`config.mk`:
```
export PLATFORM = sky130hd
export DESIGN_NAME = pdp_access
export DESIGN_NICKNAME = d
export VERILOG_FILES = /design/src/rtl/pdp_pkg.sv /design/src/rtl/pdp_access.sv
export SDC_FILE = /design/constraint.sdc
export NUM_CORES = 1
export LEC_CHECK = 0
export ABC_AREA = 1
export BUFFER_PORTS_ARGS = -buffer_cell sky130_fd_sc_hd__buf_4
export CORE_ASPECT_RATIO = 2
export CORE_UTILIZATION = 57
export DETAILED_ROUTE_END_ITERATION = 7
export GPL_ROUTABILITY_DRIVEN = 0
export PLACE_DENSITY = 0.9
export SLEW_MARGIN = 20
export SYNTH_ARGS = -nofsm -noshare
export SYNTH_HDL_FRONTEND = slang
export SYNTH_SLANG_ARGS = --single-unit
export TNS_END_PERCENT = 20
```
`constraint.sdc`:
```
create_clock -name vclk -period 10.15
set_clock_uncertainty 0.2 [all_clocks]
set_input_delay 2.03 -clock vclk [all_inputs]
set_output_delay 2.03 -clock vclk [all_outputs]
set_load 0.01 [all_outputs]
```
`src/rtl/pdp_pkg.sv`:
```
// ----------------------------------------------------------------------------
// pdp_pkg
// Types, codes and constants shared by the dongle port model files.
// ----------------------------------------------------------------------------
package pdp_pkg;

  localparam int unsigned DEF_TIMEOUT_CYCLES = 102400;

  localparam int KIND_W = 4;
  localparam int OP_W   = 3;

  // dongle kinds
  localparam logic [KIND_W-1:0] KIND_NONE        = 4'd0;
  localparam logic [KIND_W-1:0] KIND_JOY_ADD     = 4'd1;
  localparam logic [KIND_W-1:0] KIND_LEADER      = 4'd2;
  localparam logic [KIND_W-1:0] KIND_SERIAL      = 4'd3;
  localparam logic [KIND_W-1:0] KIND_ITALIA      = 4'd4;
  localparam logic [KIND_W-1:0] KIND_DRAUGHTS    = 4'd5;
  localparam logic [KIND_W-1:0] KIND_RUGBY       = 4'd6;
  localparam logic [KIND_W-1:0] KIND_CRICKET     = 4'd7;
  localparam logic [KIND_W-1:0] KIND_TANK        = 4'd8;
  localparam logic [KIND_W-1:0] KIND_MUSIC       = 4'd9;
  localparam logic [KIND_W-1:0] KIND_SPREADSHEET = 4'd10;

  // access operations
  localparam logic [OP_W-1:0] OP_CIA_READ  = 3'd0;
  localparam logic [OP_W-1:0] OP_CIA_WRITE = 3'd1;
  localparam logic [OP_W-1:0] OP_JOY_READ  = 3'd2;
  localparam logic [OP_W-1:0] OP_POT_START = 3'd3;
  localparam logic [OP_W-1:0] OP_POTGO     = 3'd4;
  localparam logic [OP_W-1:0] OP_ANALOG    = 3'd5;

  // configuration register index
  localparam logic REG_DONGLE_KIND = 1'b0;

  localparam logic [7:0]  CTS_BIT      = 8'h10;
  localparam logic [7:0]  DTR_BIT      = 8'h80;
  localparam logic [15:0] JOY_MASK     = 16'h0303;
  localparam logic [15:0] JOY_SET_A    = 16'h0101;
  localparam logic [15:0] JOY_SET_B    = 16'h0301;
  localparam logic [15:0] JOY_STEP     = 16'h0100;
  localparam logic [15:0] POTGO_BIT    = 16'h4000;
  localparam logic [6:0]  POT_ITALIA_X = 7'd73;
  localparam logic [6:0]  POT_SHEET_X  = 7'd21;
  localparam logic [6:0]  POT_SHEET_Y  = 7'd10;
  localparam logic [6:0]  POT_DRAFT_X  = 7'd43;
  localparam logic [6:0]  POT_DRAFT_Y  = 7'd80;
  localparam logic [3:0]  JITTER_BIAS  = 4'd3;

  typedef struct packed {
    logic [2:0]  operation;
    logic        cia_select;
    logic [3:0]  reg_index;
    logic        port_number;
    logic        axis_select;
    logic [15:0] data_value;
    logic [7:0]  direction_bits;
    logic [31:0] now_cycles;
    logic [2:0]  jitter_bits;
  } in_item_t;

  typedef struct packed {
    logic [15:0] result_value;
    logic        pot_valid;
  } out_item_t;

  typedef struct packed {
    logic [3:0]  mode_flag;
    logic [31:0] pulse_time;
  } pdp_state_t;

endpackage

```
`src/rtl/pdp_access.sv`:
```
// ----------------------------------------------------------------------------
// pdp_access
// Per-access dongle logic: result and next flag/timestamp for one item.
// ----------------------------------------------------------------------------
module pdp_access #(
  parameter int unsigned TIMEOUT_CYCLES = pdp_pkg::DEF_TIMEOUT_CYCLES
) (
  input  logic [pdp_pkg::KIND_W-1:0] kind,
  input  pdp_pkg::in_item_t          item,
  input  pdp_pkg::pdp_state_t        state_cur,
  output pdp_pkg::pdp_state_t        state_nxt,
  output pdp_pkg::out_item_t         result
);
  import pdp_pkg::*;

  logic [3:0]  flag;
  logic [3:0]  flag_tgl;
  logic [7:0]  cia_val;
  logic [31:0] elapsed;
  logic [15:0] joy_val;
  logic        pot_hit;
  logic [6:0]  pot_base;
  logic [7:0]  pot_sum;

  assign flag     = state_cur.mode_flag;
  assign flag_tgl = {flag[3:1], ~flag[0]};
  assign cia_val  = item.data_value[7:0];
  assign elapsed  = item.now_cycles - state_cur.pulse_time;
  assign joy_val  = item.data_value;

  // pot base counts, only joystick 1 answers
  always_comb begin
    pot_hit  = 1'b0;
    pot_base = '0;
    if (item.port_number) begin
      case (kind)
        KIND_ITALIA: begin
          pot_hit  = !item.axis_select;
          pot_base = POT_ITALIA_X;
        end
        KIND_SPREADSHEET: begin
          pot_hit  = 1'b1;
          pot_base = item.axis_select ? POT_SHEET_Y : POT_SHEET_X;
        end
        KIND_DRAUGHTS: begin
          pot_hit  = 1'b1;
          pot_base = item.axis_select ? POT_DRAFT_Y : POT_DRAFT_X;
        end
        default: ;
      endcase
    end
  end

  assign pot_sum = {1'b0, pot_base} + {{4{flag[3]}}, flag};

  always_comb begin
    state_nxt           = state_cur;
    result.result_value = '0;
    result.pot_valid    = 1'b0;
    unique case (item.operation)
      OP_CIA_READ: begin
        result.result_value = {8'h00, cia_val};
        if (kind == KIND_SERIAL && item.cia_select && item.reg_index == 4'd0) begin
          if (flag == 4'd0 || elapsed > 32'(TIMEOUT_CYCLES)) begin
            result.result_value = {8'h00, cia_val & ~CTS_BIT};
            state_nxt.mode_flag = 4'd0;
          end else begin
            result.result_value = {8'h00, cia_val | CTS_BIT};
          end
        end
      end
      OP_CIA_WRITE: begin
        if (item.reg_index == 4'd0) begin
          case (kind)
            KIND_JOY_ADD: begin
              if (!item.cia_select && cia_val[7]) state_nxt.mode_flag = flag_tgl;
            end
            KIND_SERIAL: begin
              if (item.cia_select && (cia_val & DTR_BIT) == 8'h00) begin
                state_nxt.mode_flag  = 4'd1;
                state_nxt.pulse_time = item.now_cycles;
              end
            end
            KIND_MUSIC: begin
              if (!item.cia_select) begin
                state_nxt.mode_flag = (!cia_val[7] && item.direction_bits[7]) ? 4'd1 : 4'd0;
              end
            end
            default: ;
          endcase
        end
      end
      OP_JOY_READ: begin
        result.result_value = joy_val;
        case (kind)
          KIND_JOY_ADD: begin
            if (item.port_number && flag != 4'd0) result.result_value = joy_val + JOY_STEP;
          end
          KIND_LEADER: begin
            if (item.port_number) result.result_value = (joy_val & ~JOY_MASK) | JOY_SET_A;
          end
          KIND_TANK: begin
            if (!item.port_number) result.result_value = (joy_val & ~JOY_MASK) | JOY_SET_A;
          end
          KIND_RUGBY: begin
            if (item.port_number) result.result_value = (joy_val & ~JOY_MASK) | JOY_SET_B;
          end
          KIND_CRICKET: begin
            if (!item.port_number) begin
              result.result_value = {joy_val[15:2], (flag == 4'd0) ? 2'b01 : 2'b10};
            end
            // flag toggles on either port
            state_nxt.mode_flag = flag_tgl;
          end
          KIND_MUSIC: begin
            if (item.port_number) begin
              if (flag == 4'd0) begin
                result.result_value = '0;
              end else if (flag == 4'd1) begin
                result.result_value = '0;
                state_nxt.mode_flag = 4'd2;
              end else if (flag == 4'd2) begin
                result.result_value = JOY_MASK;
              end
            end
          end
          default: ;
        endcase
      end
      OP_POT_START: begin
        if (kind == KIND_ITALIA || kind == KIND_SPREADSHEET || kind == KIND_DRAUGHTS) begin
          state_nxt.mode_flag = {1'b0, item.jitter_bits} - JITTER_BIAS;
        end
      end
      OP_POTGO: begin
        result.result_value = item.data_value;
        if (kind == KIND_SPREADSHEET) result.result_value = item.data_value | POTGO_BIT;
      end
      OP_ANALOG: begin
        if (pot_hit) begin
          result.pot_valid    = 1'b1;
          // negative counts saturate at zero
          result.result_value = pot_sum[7] ? 16'h0000 : {8'h00, pot_sum};
        end
      end
      default: ;
    endcase
  end

endmodule

```
Word-level counts from Yosys, hierarchy flattened
Index checks and enable logic that the tools add are counted.

storage, ports and cells
  bits in registers = 0
  output and inout port bits = 53
  word-level logic and storage cells = 81

operators by class
  $add $sub $neg = 4
  magnitude comparators = 1
  eq/ne operators = 17
  muxes and demuxes = 40
  bitwise operators = 1
  reductions and logical operators = 18

operator list
  kind                   count
  $pmux 16 s6            1
  $mux 16                5
  $mux 36                2
  $mux 32                2
  $pmux 16 s4            1
  $gt 32x17->1 const B   1
  $sub 32x32->32         1
  $mux 10                3
  $mux 4                 7
  $mux 7                 3
  $pmux 7 s3             1
  $add 16x9->16 const B  1
  $eq 4x3->1 const B     4
  $pmux 4 s4             1
  $mux 15                1
  $mux 5                 3
  $eq 4x2->1 const B     3
  $eq 4x4->1 const B     3
  $pmux 4 s3             1
  $add 7x8->8            1
  $eq 4x1->1 const B     2
  $logic_not 4->1        2
  $logic_not 8->1        1
  $mux 8                 1
  15 further kinds       30

Logic depth before layout (Yosys ltp)
Gate-level depths: netlist of run 1.

  depth after elaboration = 7
  mapped depth = 21

Worst setup path after synthesis of run 1
No wires, ideal clock.

  path kind = input-to-output
  from = in kind[3] in the netlist's numbering
  to = out result[5] in the netlist's numbering
  data arrival time = 4354 ps
  setup slack = 3566 ps
  stages on the path = 16
  cell sequence = inv_1 nor2_1 nand2_1 o31ai_1 ha_1 nand3_1 nand2_1 nand2_1 nand2_1 a21oi_1 o21bai_1 a21oi_1 xor2_1 nand2_1 or2_0 nand3_1

RTL lines
  what             line              text
  start, declared  pdp_access.sv:8   input logic [pdp_pkg::KIND_W-1:0] kind,
  end, declared    pdp_access.sv:12  output pdp_pkg::out_item_t result

==> results of run 1 <==
stage by stage:
step	total power, W	setup WS [ns]	hold WS [ns]	utilization
after detailed placement	0.0002623	2.822	4.153	0.7546
final	0.0002665	2.766	4.151	0.7546
after floorplan	0.0001656	3.566	3.991	-
after global placement	0.0002586	2.893	4.145	0.7546
after global routing	0.0002987	2.488	4.172	0.7546
after CTS	0.0002633	2.816	4.154	0.7546
path summary, 6_finish.rpt:
path      from        end  slack (ns)  cells after the start
max    kind[3]  result[5]        2.77                     18
min   item[46]  result[4]        4.15                      4
where the power goes:
group	internal [W]	leakage, nW	total (W)	switching, W
logic	0.000108	3.53	0.000267	0.000158
registers	0	0	0	0
clock network	0	0	0	0
total	0.000108	3.53	0.000267	0.000158
metal layers:
metal	up-vias	wire, um	GRT usage
met5	-	0	0
met3	106	626	0.04286
met4	0	1584	0.3647
met1	2749	4727	0.3025
met2	253	8214	0.7356
li1	3234	-	-
cell families after synthesis:
logic type                 after synthesis  share of synthesized area
AOI/OAI and AO/OA                      136                     0.1734
xor gates and xnor gates                19                    0.03725
adders and majority gates               42                     0.1210
buffers and inverters                  210                     0.1770
muxes                                    1                   0.002521
and+or+nand+nor                        523                     0.4888
layout make-up:
class	count	area, um2
Multi-Input combinational cell	721	3681
Fill cell	752	1866
Timing Repair Buffer	158	1186
Inverter	200	750.7
Tap cell	94	117.6
worst max-delay path: stages:
cell and delay (ns):
buf_4 0.11, inv_1 0.07, nor2_1 0.20, nand2_1 0.23
o31ai_1 0.51, ha_1 0.33, nand3_1 0.06, nand2_1 0.06
nand2_1 0.08, nand2_1 0.07, a21oi_1 0.21, o21bai_1 0.09
a21oi_1 0.15, xor2_1 0.25, nand2_1 0.15, or2_0 0.28
nand3_1 0.12, buf_4 0.13
layout by cell type, fill, tap and decap left out, types with 2 or more instances in the layout:
| cell | instances |
|---|---|
| a211oi_1 | 2 |
| and2_1 | 6 |
| or2_2 | 2 |
| nor3_1 | 16 |
| a31oi_1 | 3 |
| inv_2 | 2 |
| nand2_1 | 295 |
| nand3_2 | 3 |
| nor2_2 | 6 |
| o21bai_1 | 2 |
| nor3_2 | 2 |
| o22ai_1 | 2 |
| a311oi_1 | 2 |
| o2111ai_1 | 2 |
| a21oi_2 | 3 |
| nand2_2 | 4 |
| nor4_1 | 3 |
| buf_4 | 158 |
| xnor2_1 | 6 |
| nor2_1 | 111 |
| inv_1 | 197 |
| nand3_1 | 63 |
| nand4_1 | 8 |
| o21ai_0 | 36 |
| a21o_1 | 2 |
| ha_1 | 40 |
| o211ai_1 | 8 |
| xor2_1 | 13 |
| a21oi_1 | 67 |
| fa_1 | 2 |
cell usage after synthesis (all sizes together) (2+ instances only):
cell,count
a211oi,2
a21o,2
a21oi,70
a311oi,2
a31oi,3
and2,6
buf,2
clkbuf,8
fa,2
ha,40
inv,199
nand2,299
nand3,66
nand4,8
nor2,117
nor3,19
nor4,3
o2111ai,2
o211ai,8
o21ai,36
o21bai,2
o22ai,2
or2,3
xnor2,6
xor2,13
==> impl_metrics.csv, run 1 <==
group,metric,value,unit
outcome,outcome,"finished clean",
cells_and_area,seq_cells,0,
sta,setup_viol,0,
cells_and_area,seqCellArea,0,um2
sta,hold_viol,0,
synth,synth_cells,931,
routing,wire_per_inst,12.92,um
critical_path,cp_data_arrival_time,5.15,ns
synth,yosys-top-cells-area,"nand2_1 (25%), inv_1 (17%), ha_1 (11%)",
cells_and_area,fin_nets,1232,
sta,rsz0062_at_grt,"no",
pwr,p_leak,3.533,nW
floorplanning,dieArea,8216,um2
synth,synth.distinct_cells,44,
routing,drtIter0Drc,308,
critical_path,crit_type,"input port to primary output",
clock_tree,post_cts_buffers,0,
synth,yosysTopAreaCell,"nand2_1",
placement,io_buffers,155,
floorplanning,die_w,64.60,um
placement,place_area,5736,um2
routing,finalWirelength,15150,um
floorplanning,std_cell_rows,45,
floorplanning,initial_core_util,0.5877,
placement,dp.cells,1173,
sta,fmax,135.4,MHz
critical_path,endpoint_kind,"primary output",
routing,num_vias,6342,
clock_tree,cts-resized-gates,0,
routing,vias_per_cell,5.407,
synth,syn_area_per_cell,4.798,um2
pwr,power_density,46.47,nW/um2
floorplanning,coreArea,7601,um2
sta,worst_slew_pin_slew,0.6468,ns
min_path,hold_class,"input port to primary output",
synth,netlist_area,4467,um2
global_route,track_usage,0.3771,
cells_and_area,postLayoutCellArea,5736,um2
clock_tree,ctsHoldBuffers,0,
pwr,peakVddDrop,0.02286,mV
routing,drt_pre_antenna_iters,7,
global_route,grt_pass1_vias,5993,
critical_path,required,7.92,ns
routing,drc,0,
sta,max_slew_margin,0.5648,
sta,post-route-min-period,7.384,ns
cells_and_area,drive_gt1_frac,0.1687,
routing,drtAntennaViolNets,0,
cells_and_area,final_cells,1173,
placement,hpwl,13300,um
sta,slew_viol_final,0,
global_route,grt_max_degree,37,
global_route,grt_pass1_wl,24930,um
critical_path,cp_max_fo,6,
synth,synth.top_cell.area_share,0.2479,
synth,synth_fp_nets,1082,
cells_and_area,n_clock_buffer,0,
critical_path,cp-start-kind,"input port",
floorplanning,die_h,127.2,um
floorplanning,ioPinCount,162,
synth,ys_seq_area_frac,0,
global_route,antenna_found_initial,0,
global_route,grt_overflow,0,
synth,ys_warn_count,0,
cells_and_area,syn2layout_area_growth,28.40,%
sta,fin_tns_setup,0,ns
cells_and_area,diodes,0,
sta,fin_crit_sh,0.7275,
flow_run,maxCapViolations,0,
Note: power is estimated with default switching activity, not from simulation.
==> inputs of run 2 (changes only) <==
--- a/config.mk
+++ b/config.mk
@@ -8,10 +8,10 @@
 export ABC_AREA = 1
 export BUFFER_PORTS_ARGS = -buffer_cell sky130_fd_sc_hd__buf_4
 export CORE_ASPECT_RATIO = 2
-export CORE_UTILIZATION = 57
+export CORE_UTILIZATION = 48
 export DETAILED_ROUTE_END_ITERATION = 7
 export GPL_ROUTABILITY_DRIVEN = 0
-export PLACE_DENSITY = 0.9
+export PLACE_DENSITY = 0.81
 export SLEW_MARGIN = 20
 export SYNTH_ARGS = -nofsm -noshare
 export SYNTH_HDL_FRONTEND = slang
==> constraint.sdc (replaced) <==
create_clock -name vclk -period 6.6
set_clock_uncertainty 0.2 [all_clocks]
set_input_delay 1.32 -clock vclk [all_inputs]
set_output_delay 1.32 -clock vclk [all_outputs]
set_load 0.01 [all_outputs]
==> run 2 against run 1 <==
  * Sequential cell count is the same
  * Final area grew 0.31%
  * Critical path depth stayed put
  * Power up 54%
  * Final cell count up 0.77%
  * Count of clock-buffer cells in the layout stayed put
  * Sequential share of layout area unchanged
  * Largest cell class unchanged
==> impl_metrics.csv, run 2 (synthesis gave the netlist of run 1 again) <==
group,metric,value,unit
outcome,outcome,"finished clean",
pwr,peakVddDrop,0.03677,mV
routing,num_vias,6289,
sta,slew_viol_final,0,
placement,dp.cells,1182,
routing,wire_per_inst,13.19,um
cells_and_area,n_clock_buffer,0,
floorplanning,die_w,70.21,um
cells_and_area,multi_input_area,3681,um2
routing,drc,0,
routing,finalWirelength,15590,um
cells_and_area,fin_util,0.6383,
global_route,grt_pass1_vias,5887,
placement,hpwl,13660,um
global_route,grt_overflow,0,
sta,setup_viol,0,
clock_tree,cts-resized-gates,0,
global_route,grt_pass1_wl,25010,um
global_route,grt_max_degree,49,
floorplanning,initial_core_util,0.4956,
global_route,antenna_found_initial,0,
floorplanning,ioPinCount,162,
critical_path,cp-start-kind,"input port",
sta,fin_tns_setup,0,ns
critical_path,endpoint_kind,"primary output",
min_path,hold_class,"input port to primary output",
placement,io_buffers,155,
sta,max_slew_margin,0.5423,
routing,drtAntennaViolNets,0,
cells_and_area,final_cells,1182,
cells_and_area,diodes,0,
critical_path,crit_type,"input port to primary output",
sta,worst_slew_pin_slew,0.6813,ns
floorplanning,dieArea,9719,um2
clock_tree,ctsHoldBuffers,0,
cells_and_area,syn2layout_area_growth,28.80,%
cells_and_area,mostFrequentLayoutCells,"nand2_1 (295), inv_1 (197), buf_4 (159), nor2_1 (111), a21oi_1 (67)",
flow_run,maxCapViolations,0,
critical_path,cp_max_fo,6,
sta,fin_crit_sh,0.8877,
cells_and_area,seq_cells,0,
cells_and_area,fillers,949,
critical_path,cp_data_arrival_time,4.34,ns
sta,post-route-min-period,5.859,ns
sta,hold_viol,0,
cells_and_area,fin_nets,1233,
floorplanning,std_cell_rows,49,
routing,drtIter0Drc,275,
clock_tree,post_cts_buffers,0,
cells_and_area,seqCellArea,0,um2
pwr,power_density,71.29,nW/um2
routing,vias_per_cell,5.321,
floorplanning,die_h,138.4,um
cells_and_area,final_common_cell,"nand2_1",
global_route,track_usage,0.3120,
critical_path,required,5.08,ns
sta,rsz0062_at_grt,"no",
routing,drt_pre_antenna_iters,6,
pwr,p_leak,3.538,nW
floorplanning,coreArea,9012,um2
sta,fmax,170.7,MHz
cells_and_area,drive_gt1_frac,0.1694,
==> run 2: cell count changes in the layout (fill, tap and decap cells not counted), sizes merged <==
| cell | before | now |
|---|---|---|
| buf | 158 | 159 |
==> run 2: per-layer routing <==
metal,GRT usage,wire [um],vias to the layer above
li1,-,-,3219
met1,0.2582,4952,2723
met2,0.6483,8595,263
met3,0.01895,693,84
met4,0.2253,1348,0
met5,0,0,-
==> run 2: critical path, cell delays in order <==
cell and delay, ns:
buf_4 0.12, inv_1 0.06, nor2_1 0.21, nand2_1 0.21, o31ai_1 0.50, ha_1 0.33, nand3_1 0.07, nand2_1 0.08
nand2_1 0.08, nand2_1 0.05, a21oi_1 0.19, o21bai_1 0.09, a21oi_1 0.15, xor2_1 0.24, nand2_1 0.15, or2_0 0.26
nand3_1 0.10, buf_4 0.12
==> run 2: report_power, final <==
group,switching [W],total [W],internal [W]
sequential,0,0,0
combinational,0.000243,0.000410,0.000167
clock,0,0,0
total,0.000243,0.000410,0.000167
==> run 2: final timing paths <==
kind,startpoint,slack (ns),endpoint,cells past startpoint
max,kind[3],0.74,result[5],18
min,item[48],2.74,result[6],4
==> run 2: through the flow <==
step | worst slack, ns | cell area (um2) | total power, W | hold slack (ns)
after floorplan | 1.436 | 4467 | 0.0002547 | 2.571
after CTS | 0.7347 | 5753 | 0.0004061 | 2.733
after global placement | 0.7762 | 5753 | 0.0004008 | 2.729
final | 0.7415 | 5753 | 0.0004102 | 2.735
after global routing | 0.2890 | 5753 | 0.0004575 | 2.763
after detailed placement | 0.7332 | 5753 | 0.0004044 | 2.732
==> run 2: final cells by class <==
class              instances  area share
inverters                200      0.1305
multi-input cells        721      0.6398
well taps                102     0.02218
repair buffers           159      0.2075
